==> src/hw/rtl/dcf_pkg.sv <==
`default_nettype none

package dcf_pkg;

    localparam int NUM_CH  = 3;
    localparam int CH_W    = 8;
    localparam int COLOR_W = NUM_CH * CH_W;
    localparam int PROD_W  = 18;
    localparam int NUM_W   = 16;

    localparam logic [CH_W-1:0] CH_FULL  = 8'hFF;
    localparam logic [CH_W-1:0] CH_ZERO  = 8'h00;
    localparam logic [CH_W-1:0] CH_ROUND = 8'd127;

    typedef enum logic [1:0] {
        REG_BACKGROUND = 2'd0,
        REG_FOREGROUND = 2'd1,
        REG_FORMAT     = 2'd2,
        REG_REMOVE     = 2'd3
    } cfg_idx_t;

    typedef struct packed {
        logic [COLOR_W-1:0] bg;
        logic [COLOR_W-1:0] fg;
        logic               fmt;
        logic               rem;
    } cfg_t;

    // Channel 0 is blue, 1 green, 2 red.
    typedef struct packed {
        logic [NUM_CH-1:0][CH_W-1:0] ch;
        logic [CH_W-1:0]             alpha;
        logic                        last;
    } pix_t;

    typedef struct packed {
        logic [NUM_CH-1:0][PROD_W-1:0] prod;
        logic [CH_W-1:0]               alpha;
        logic                          last;
    } prod_t;

    typedef struct packed {
        logic [NUM_CH-1:0][CH_W-1:0]  m;
        logic [NUM_CH-1:0][NUM_W-1:0] num;
        logic [CH_W-1:0]              alpha;
        logic                         last;
    } mix_t;

    // Blue sits in the high byte of a packed color, red in the low byte.
    function automatic logic [CH_W-1:0] comp(input logic [COLOR_W-1:0] color,
                                             input int unsigned ch);
        return color[(NUM_CH - 1 - ch) * CH_W +: CH_W];
    endfunction

endpackage

`default_nettype wire

==> src/hw/rtl/dcf_mul_stage.sv <==
`default_nettype none

module dcf_mul_stage (
    input  wire logic          clk,
    input  wire logic          rst_n,
    input  wire dcf_pkg::cfg_t cfg,
    input  wire logic          advance,
    input  wire logic          in_valid,
    input  wire dcf_pkg::pix_t in_data,
    output logic               out_valid,
    output dcf_pkg::prod_t     out_data
);

    logic           valid_reg;
    dcf_pkg::prod_t data_reg;
    dcf_pkg::prod_t data_next;

    // Product of the signed color span and the inverted channel value.
    always_comb
    begin
        logic signed [8:0]                 k;
        logic [dcf_pkg::CH_W-1:0]          d;
        logic signed [dcf_pkg::PROD_W-1:0] ke;
        logic signed [dcf_pkg::PROD_W-1:0] de;
        data_next       = '0;
        data_next.alpha = in_data.alpha;
        data_next.last  = in_data.last;
        for (int unsigned i = 0; i < dcf_pkg::NUM_CH; i++)
        begin
            k  = $signed({1'b0, dcf_pkg::comp(cfg.fg, i)})
               - $signed({1'b0, dcf_pkg::comp(cfg.bg, i)});
            d  = dcf_pkg::CH_FULL - in_data.ch[i];
            ke = {{(dcf_pkg::PROD_W - 9){k[8]}}, k};
            de = $signed({{(dcf_pkg::PROD_W - dcf_pkg::CH_W){1'b0}}, d});
            data_next.prod[i] = ke * de;
        end
    end

    always_ff @(posedge clk or negedge rst_n)
    begin
        if (!rst_n)
        begin
            valid_reg <= 1'b0;
        end
        else if (advance)
        begin
            valid_reg <= in_valid;
        end
    end

    always_ff @(posedge clk)
    begin
        if (advance && in_valid)
        begin
            data_reg <= data_next;
        end
    end

    assign out_valid = valid_reg;
    assign out_data  = data_reg;

endmodule

`default_nettype wire

==> src/hw/rtl/dcf_mix_stage.sv <==
`default_nettype none

module dcf_mix_stage (
    input  wire logic           clk,
    input  wire logic           rst_n,
    input  wire dcf_pkg::cfg_t  cfg,
    input  wire logic           advance,
    input  wire logic           in_valid,
    input  wire dcf_pkg::prod_t in_data,
    output logic                out_valid,
    output dcf_pkg::mix_t       out_data
);

    logic          valid_reg;
    dcf_pkg::mix_t data_reg;
    dcf_pkg::mix_t data_next;

    // Finish the ramp value, then form the blend numerator m*a + (255-a)*bg + 127.
    always_comb
    begin
        logic [9:0]                q;
        logic [10:0]               m_wide;
        logic [dcf_pkg::CH_W-1:0]  m;
        logic [dcf_pkg::NUM_W-1:0] p_fg;
        logic [dcf_pkg::NUM_W-1:0] p_bg;
        data_next       = '0;
        data_next.alpha = in_data.alpha;
        data_next.last  = in_data.last;
        for (int unsigned i = 0; i < dcf_pkg::NUM_CH; i++)
        begin
            // Dropping the low byte of the signed product is a floor shift.
            q      = in_data.prod[i][dcf_pkg::PROD_W-1:8];
            m_wide = {3'b000, dcf_pkg::comp(cfg.fg, i)} - {q[9], q};
            m      = m_wide[dcf_pkg::CH_W-1:0];
            p_fg   = {8'h00, m} * {8'h00, in_data.alpha};
            p_bg   = {8'h00, dcf_pkg::CH_FULL - in_data.alpha}
                   * {8'h00, dcf_pkg::comp(cfg.bg, i)};
            data_next.m[i]   = m;
            data_next.num[i] = p_fg + p_bg + {8'h00, dcf_pkg::CH_ROUND};
        end
    end

    always_ff @(posedge clk or negedge rst_n)
    begin
        if (!rst_n)
        begin
            valid_reg <= 1'b0;
        end
        else if (advance)
        begin
            valid_reg <= in_valid;
        end
    end

    always_ff @(posedge clk)
    begin
        if (advance && in_valid)
        begin
            data_reg <= data_next;
        end
    end

    assign out_valid = valid_reg;
    assign out_data  = data_reg;

endmodule

`default_nettype wire

==> src/hw/rtl/dcf_div_stage.sv <==
`default_nettype none

module dcf_div_stage (
    input  wire logic          clk,
    input  wire logic          rst_n,
    input  wire dcf_pkg::cfg_t cfg,
    input  wire logic          advance,
    input  wire logic          in_valid,
    input  wire dcf_pkg::mix_t in_data,
    output logic               out_valid,
    output dcf_pkg::pix_t      out_data
);

    logic          valid_reg;
    dcf_pkg::pix_t data_reg;
    dcf_pkg::pix_t data_next;
    logic          flatten;

    assign flatten = cfg.fmt & cfg.rem;

    // x/255 starts from x*257/65536, which is at most one short; the remainder
    // check adds that one back.
    always_comb
    begin
        logic [dcf_pkg::NUM_W-1:0] x;
        logic [23:0]               x257;
        logic [dcf_pkg::CH_W-1:0]  q0;
        logic [16:0]               q255;
        logic [16:0]               r;
        logic [dcf_pkg::CH_W-1:0]  blended;
        data_next      = '0;
        data_next.last = in_data.last;
        for (int unsigned i = 0; i < dcf_pkg::NUM_CH; i++)
        begin
            x       = in_data.num[i];
            x257    = {x, 8'h00} + {8'h00, x};
            q0      = x257[23:16];
            q255    = {1'b0, q0, 8'h00} - {9'h000, q0};
            r       = {1'b0, x} - q255;
            blended = (r >= 17'd255) ? q0 + 8'd1 : q0;
            if (!flatten || in_data.alpha == dcf_pkg::CH_FULL)
            begin
                data_next.ch[i] = in_data.m[i];
            end
            else if (in_data.alpha == dcf_pkg::CH_ZERO)
            begin
                data_next.ch[i] = dcf_pkg::comp(cfg.bg, i);
            end
            else
            begin
                data_next.ch[i] = blended;
            end
        end
        data_next.alpha = flatten ? dcf_pkg::CH_FULL : in_data.alpha;
    end

    always_ff @(posedge clk or negedge rst_n)
    begin
        if (!rst_n)
        begin
            valid_reg <= 1'b0;
        end
        else if (advance)
        begin
            valid_reg <= in_valid;
        end
    end

    always_ff @(posedge clk)
    begin
        if (advance && in_valid)
        begin
            data_reg <= data_next;
        end
    end

    assign out_valid = valid_reg;
    assign out_data  = data_reg;

endmodule

`default_nettype wire

==> src/hw/rtl/duotone_colorize_flatten.sv <==
// Duotone colorizer with alpha flattening. Each BGR(A) pixel is mapped onto a
// ramp between the background and foreground colors and, in 32-bit mode with
// alpha removal on, blended over the background with the output alpha forced
// to 255. The block takes one pixel per clock while the output is not stalled
// and passes each result through three registered stages: a multiply stage,
// a blend-product stage and a divide-by-255 and select stage, each with its
// own valid bit, so a stall on the output only holds the stages that are
// full. Configuration is written through cfg_wen/cfg_index/cfg_data and
// must only change while no pixel is in flight.
`default_nettype none

module duotone_colorize_flatten (
    input  wire logic        clk,
    input  wire logic        rst_n,
    input  wire logic        cfg_wen,
    input  wire logic [1:0]  cfg_index,
    input  wire logic [23:0] cfg_data,
    input  wire logic        s_tvalid,
    output logic             s_tready,
    input  wire logic [31:0] s_tdata,   // in_blue, in_green, in_red, in_alpha
    input  wire logic        s_tlast,
    output logic             m_tvalid,
    input  wire logic        m_tready,
    output logic [31:0]      m_tdata,   // out_blue, out_green, out_red, out_alpha
    output logic             m_tlast
);

    dcf_pkg::cfg_t  cfg_reg;
    dcf_pkg::pix_t  in_pix;
    dcf_pkg::prod_t s1_data;
    dcf_pkg::mix_t  s2_data;
    dcf_pkg::pix_t  s3_data;
    logic           s1_valid;
    logic           s2_valid;
    logic           s3_valid;
    logic           ready1;
    logic           ready2;
    logic           ready3;

    always_ff @(posedge clk or negedge rst_n)
    begin
        if (!rst_n)
        begin
            cfg_reg.bg  <= 24'h000000;
            cfg_reg.fg  <= 24'hFFFFFF;
            cfg_reg.fmt <= 1'b1;
            cfg_reg.rem <= 1'b1;
        end
        else if (cfg_wen)
        begin
            unique case (dcf_pkg::cfg_idx_t'(cfg_index))
                dcf_pkg::REG_BACKGROUND: cfg_reg.bg  <= cfg_data;
                dcf_pkg::REG_FOREGROUND: cfg_reg.fg  <= cfg_data;
                dcf_pkg::REG_FORMAT:     cfg_reg.fmt <= cfg_data[0];
                dcf_pkg::REG_REMOVE:     cfg_reg.rem <= cfg_data[0];
                default:                 cfg_reg     <= cfg_reg;
            endcase
        end
    end

    // A stage moves on when it is empty or the stage after it moves on.
    assign ready3   = !s3_valid || m_tready;
    assign ready2   = !s2_valid || ready3;
    assign ready1   = !s1_valid || ready2;
    assign s_tready = ready1;

    assign in_pix.ch    = s_tdata[23:0];
    assign in_pix.alpha = s_tdata[31:24];
    assign in_pix.last  = s_tlast;

    dcf_mul_stage u_mul (
        .clk       (clk),
        .rst_n     (rst_n),
        .cfg       (cfg_reg),
        .advance   (ready1),
        .in_valid  (s_tvalid),
        .in_data   (in_pix),
        .out_valid (s1_valid),
        .out_data  (s1_data)
    );

    dcf_mix_stage u_mix (
        .clk       (clk),
        .rst_n     (rst_n),
        .cfg       (cfg_reg),
        .advance   (ready2),
        .in_valid  (s1_valid),
        .in_data   (s1_data),
        .out_valid (s2_valid),
        .out_data  (s2_data)
    );

    dcf_div_stage u_div (
        .clk       (clk),
        .rst_n     (rst_n),
        .cfg       (cfg_reg),
        .advance   (ready3),
        .in_valid  (s2_valid),
        .in_data   (s2_data),
        .out_valid (s3_valid),
        .out_data  (s3_data)
    );

    assign m_tvalid = s3_valid;
    assign m_tdata  = {s3_data.alpha, s3_data.ch};
    assign m_tlast  = s3_data.last;

endmodule

`default_nettype wire

==> config.mk <==
export PLATFORM = sky130hd
export DESIGN_NAME = duotone_colorize_flatten
export DESIGN_NICKNAME = d
export VERILOG_FILES = /design/src/hw/rtl/dcf_pkg.sv /design/src/hw/rtl/dcf_mul_stage.sv /design/src/hw/rtl/dcf_mix_stage.sv /design/src/hw/rtl/dcf_div_stage.sv /design/src/hw/rtl/duotone_colorize_flatten.sv
export SDC_FILE = /design/constraint.sdc
export NUM_CORES = 2
export LEC_CHECK = 0
export BUFFER_PORTS_ARGS = -buffer_cell sky130_fd_sc_hd__buf_2
export CAP_MARGIN = 0
export CORE_MARGIN = 2
export CORE_UTILIZATION = 50
export CTS_BUF_LIST = sky130_fd_sc_hd__clkbuf_4
export CTS_CLUSTER_DIAMETER = 30
export DETAILED_ROUTE_END_ITERATION = 12
export GPL_TIMING_DRIVEN = 0
export MAX_ROUTING_LAYER = met4
export PLACE_DENSITY_LB_ADDON = 0.12
export SYNTH_ARGS = -nofsm -noshare
export SYNTH_HDL_FRONTEND = slang
export SYNTH_SLANG_ARGS = --single-unit
==> constraint.sdc <==
create_clock -name clk -period 12.8 [get_ports clk]
set_clock_uncertainty 0.05 [all_clocks]
set_input_delay 2.56 -clock clk [delete_from_list [all_inputs] [get_ports clk]]
set_output_delay 2.56 -clock clk [all_outputs]
set_load 0.01 [all_outputs]
# After elaboration in Yosys (flattened, before gate mapping)
# Index checks and enable logic that the tools add are counted.
[classes]
addsub = 28
n_mul = 9
magnitude_cmp = 3
n_eq_ne = 4
muxes = 9
n_bitwise = 1
reduce_logical = 17
[op_table]
columns = ["op", "n"]
rows = [
  ["$mul A8 B8 Y16", 6],
  ["$add A24 B16 Y24", 3],
  ["$mux W8", 9],
  ["$ge A17 B8 Y1 const B", 3],
  ["$sub A16 B17 Y17", 3],
  ["$sub A16 B8 Y17", 3],
  ["$add A16 B16 Y16", 3],
  ["$add A16 B7 Y16 const B", 3],
  ["$mul A9 B9 Y16", 3],
  ["$sub A8 B8 Y8 const A", 4],
  ["$sub A8 B8 Y9", 3],
  ["$add A8 B1 Y8 const B", 3],
  ["$sub A8 B8 Y8", 3],
  ["$eq A8 B8 Y1 const B", 1],
  ["$logic_not A8 Y1", 1],
  ["$reduce_and A2 Y1", 4],
  ["$eq A2 B2 Y1 const B", 2],
  ["$logic_not A1 Y1", 4],
  ["$logic_or A1 B1 Y1", 4],
  ["$logic_and A1 B1 Y1", 3],
  ["$eq A2 B1 Y1 const B", 1],
  ["$logic_not A2 Y1", 1],
  ["$and A1 B1 Y1", 1],
]
[totals]
reg_bits = 224

# Logic depth before layout (Yosys ltp)
[depth]
ltp_word = 7
mapped_depth = 31
ltp_nobuf = 31

# Hierarchy
# From an unflattened synthesis, not the netlist that was laid out.
[unflattened]
cells_unflattened = 3927
area_unflattened_um2 = 37491.0
[modules_own_cells]
columns = ["mod", "n_inst", "cells_each", "area_each_um2", "seq_area_each_um2"]
rows = [
  ["dcf_mix_stage", 1, 1757, 17096.4, 2457.4],
  ["dcf_mul_stage", 1, 1261, 12066.6, 1916.8],
  ["dcf_div_stage", 1, 798, 6366.1, 1016.0],
  ["duotone_colorize_flatten", 1, 111, 1961.9, 1283.7],
]

# Worst setup path before layout
# OpenSTA, ideal clock, no wires.
[synth_path]
kind = "input port to flip-flop"
startpoint = "input s_tdata[18]"
endpoint = "register u_mul.data_reg (netlist bit u_mul.out_data[60]), data pin"
setup_ps = 260
arrival_ps = 6728
required_time_ps = 12490
setup_slack_ps = 5762
path_stages = 19
path_cell_list = "or2_2 > fa_1 > fa_1 > inv_1 > ha_1 > inv_1 > fa_1 > inv_1 > ha_1 > or4b_2 > o41ai_1 > a21o_1 > a21oi_1 > o211a_1 > a21oi_1 > and2_1 > o21a_1 > nor2_1 > xnor2_1"
[synth_lines]
columns = ["item", "line_no", "source"]
rows = [
  ["from (decl)", "duotone_colorize_flatten.sv:20", "input wire logic [31:0] s_tdata,"],
  ["to (signal assigned)", "dcf_mul_stage.sv:55", "data_reg <= data_next;"],
  ["to (decl)", "dcf_mul_stage.sv:15", "dcf_pkg::prod_t data_reg;"],
]

==> results.cfg <==
[outcome]
status = finished clean

[cts]
post_cts_buffers = 0
clock-sinks = 200
post_cts_resized = 0
tritoncts = done
clock_path_buffers = 2
insertion_delay_ps = 800
cts_made_buffers = 17
clk_pin_slew_ps = 190
htree_levels = 4
hold_buffers = 0
clock-root-buffer = clkbuf_4

[die]
die_area_sq_mm = 0.06924
fp.dieH_um = 263.1
chipWidth_um = 263.1
start_util = 0.5026
pin_count = 99
core_sq_mm = 0.06680
rows = 95

[global_route]
grt-ovfl-total = 0
antenna_found_initial = 9
grt_start_max_net_pins = 66
grt_usage = 0.2481
grt_first_pass_wirelength_um = 130800
grt_pass1_vias = 24290

[worst_setup_path]
reg2reg_slack_ps = 4850
cp.required_ps = 13340
worstSetupPathType = flop to flop
slowest_stage = xnor2_1
r2r-start = cfg_reg[2]$_DFFE_PN1P_
critPathMaxFanout = 9
crit_path_max_incr_delay_ps = 840
r2r.worst_path.cells = 29
start_kind = flop
cp-startpoint = cfg_reg[2]$_DFFE_PN1P_
worstPathArrival_ps = 8490
cp_common_cell = inv_1
cp-end-kind = flop
rr_endpoint = u_mix.out_data[56]$_DFFE_PP_

[logic_synthesis]
synthSimpleGateAreaFrac = 0.1505
synthFlopType = edfxtp_1
ys_ff_latch = 200
yosysSeqAreaShare = 0.1719
synthXorXnorAreaFrac = 0.04904
synth_area_sq_mm = 0.03358
muxShareOfSynthArea = 0.01345
synth.avg_cell_area_sq_um = 9.419
synth_top_family_by_area = adder cells
async_flop_share = 0.2650
synth_edf_count = 147
synthCells = 3565
synth_cell_types = 80
ys_warn_count = 0
synth_compound_area_frac = 0.07684
synth_nets = 4520
synth_fa_ha_area_frac = 0.4387

[sta]
fin_crit_sh = 0.6208
tightest_slew_ps = 1148
setup_viol = 0
slew_headroom = 0.2294
fmax_ghz = 0.1259
hold_violations = 0
fin_crit_ps = 7946
setup_ws_ps = 4854
rsz0062_at_grt = false
tns_ps = 0
slew_viol_final = 0

[final_layout]
layout.cells.non_filler = 4569
final_nets = 4629
layout-drive-gt1-share = 0.06184
area_delta_synth_final_pct = 5.765
largest_reg_flops = 81

[routing]
via_per_inst = 5.144
drc_errors = 0
route.detailed.wl_per_inst_um = 17.25
final_antenna_net_count = 0
vias = 23500
first_pass_iters = 7
drt_iter0_drc = 1203
wirelength_um = 78830

[place]
numPortBuffers = 85
dp.cells = 4527
gp_congestion = 0.8818
dp_slack_ps = 4912
hpwlAfterDp_um = 66360

[hold_path]
min_to = u_div.out_data[0]$_DFFE_PP_
hold_path_depth = 0
hp-start = u_mix.out_data[0]$_DFFE_PP_
hold_class = flop to flop

[job]
cap_viol_max_count = 0
-- through the flow --
step / area (sq um) / utilization / hold slack (ps)
detailed placement: 35180 / 0.5267 / 367.7
global placement: 35090 / 0.5254 / 373.1
floorplan: 33580 / - / 350.3
global route: 35510 / 0.5316 / 428.4
finish: 35510 / 0.5316 / 400.5
CTS: 35470 / 0.5310 / 405.2
-- synth_stat cells, drive strengths merged (8+ instances only) --
cell type / instances / area share
inv: 810 / 0.091
fa: 477 / 0.28
ha: 414 / 0.15
nand2b: 238 / 0.045
nor2: 228 / 0.026
nand2: 170 / 0.019
xnor2: 148 / 0.039
edfxtp: 147 / 0.13
and2: 114 / 0.021
a21oi: 112 / 0.017
o21ai: 85 / 0.013
clkbuf: 73 / 0.0082
nor2b: 62 / 0.012
a21o: 50 / 0.011
nor3: 45 / 0.0069
xor2: 40 / 0.010
mux2: 33 / 0.011
dfrtp: 27 / 0.020
dfstp: 26 / 0.020
o21bai: 26 / 0.0058
and3: 24 / 0.0045
nand3: 24 / 0.0036
or2: 16 / 0.0030
o21a: 12 / 0.0027
a211oi: 11 / 0.0028
or4: 11 / 0.0026
o211ai: 10 / 0.0022
a31o: 9 / 0.0023
a31oi: 9 / 0.0017
mux2i: 8 / 0.0024
or3: 8 / 0.0015
-- cells by family (layout without fill, tap and decap cells) --
family                     count (synthesis)  after routing
DFF                                      200            200
muxes                                     41             41
adders and majority gates                891            891
other                                      0              9
and+or+nand+nor                          966            966
AOI/OAI and AO/OA                        389            389
xor gates and xnor gates                 188            188
buffers and inverters                    890           1012
-- how the worst max path moves through the flow --
| stage | end | slack (ps) | cells past startpoint |
|---|---|---|---|
| after floorplan | u_mul.out_data[60]$_DFFE_PP_ | 5760 | 19 |
| after global placement | u_mix.out_data[56]$_DFFE_PP_ | 5000 | 29 |
| after detailed placement | u_mix.out_data[56]$_DFFE_PP_ | 4910 | 29 |
| after CTS | u_mix.out_data[56]$_DFFE_PP_ | 4860 | 29 |
| after global routing | u_mix.out_data[56]$_DFFE_PP_ | 4310 | 29 |
| final | u_mix.out_data[56]$_DFFE_PP_ | 4850 | 29 |
-- per-layer routing --
metal | share of wire | global-route usage
met2 | 0.48 | 0.4105
met1 | 0.46 | 0.3275
met5 | 0 | -
met3 | 0.038 | 0.02862
met4 | 0.018 | 0.05977
-- cells in the final DEF, fill, tap and decap left out, drive strengths merged, types with 50 or more instances in the layout --
cell type,n
inv,818
fa,477
ha,414
nand2b,238
nor2,228
nand2,170
xnor2,148
edfxtp,147
and2,114
a21oi,112
buf,91
clkbuf,91
o21ai,85
nor2b,62
a21o,50
-- critical path: cells and delay by family, from the launching register on --
family,cells,cell delay [ps]
simple gates,5,1010
buf+inv,7,390
flops,1,560
xor+xnor,1,840
compound gates,8,1290
fa+ha+maj,8,3600
-- area by class of cell --
class | count | area (sq um)
clock inverters | 14 | 151.4
diodes | 9 | 22.52
plain buffers | 74 | 281.5
repair buffers | 90 | 524.3
fillers | 6331 | 31290
multi-input cells | 2475 | 24470
clock buffers | 18 | 135.1
well taps | 873 | 1092
flip-flops and latches | 200 | 5773
inverters | 816 | 3063
Power is left out: the tool's default activity adds up to more than one toggle a clock period on the data nets, which glitch-free logic cannot reach.
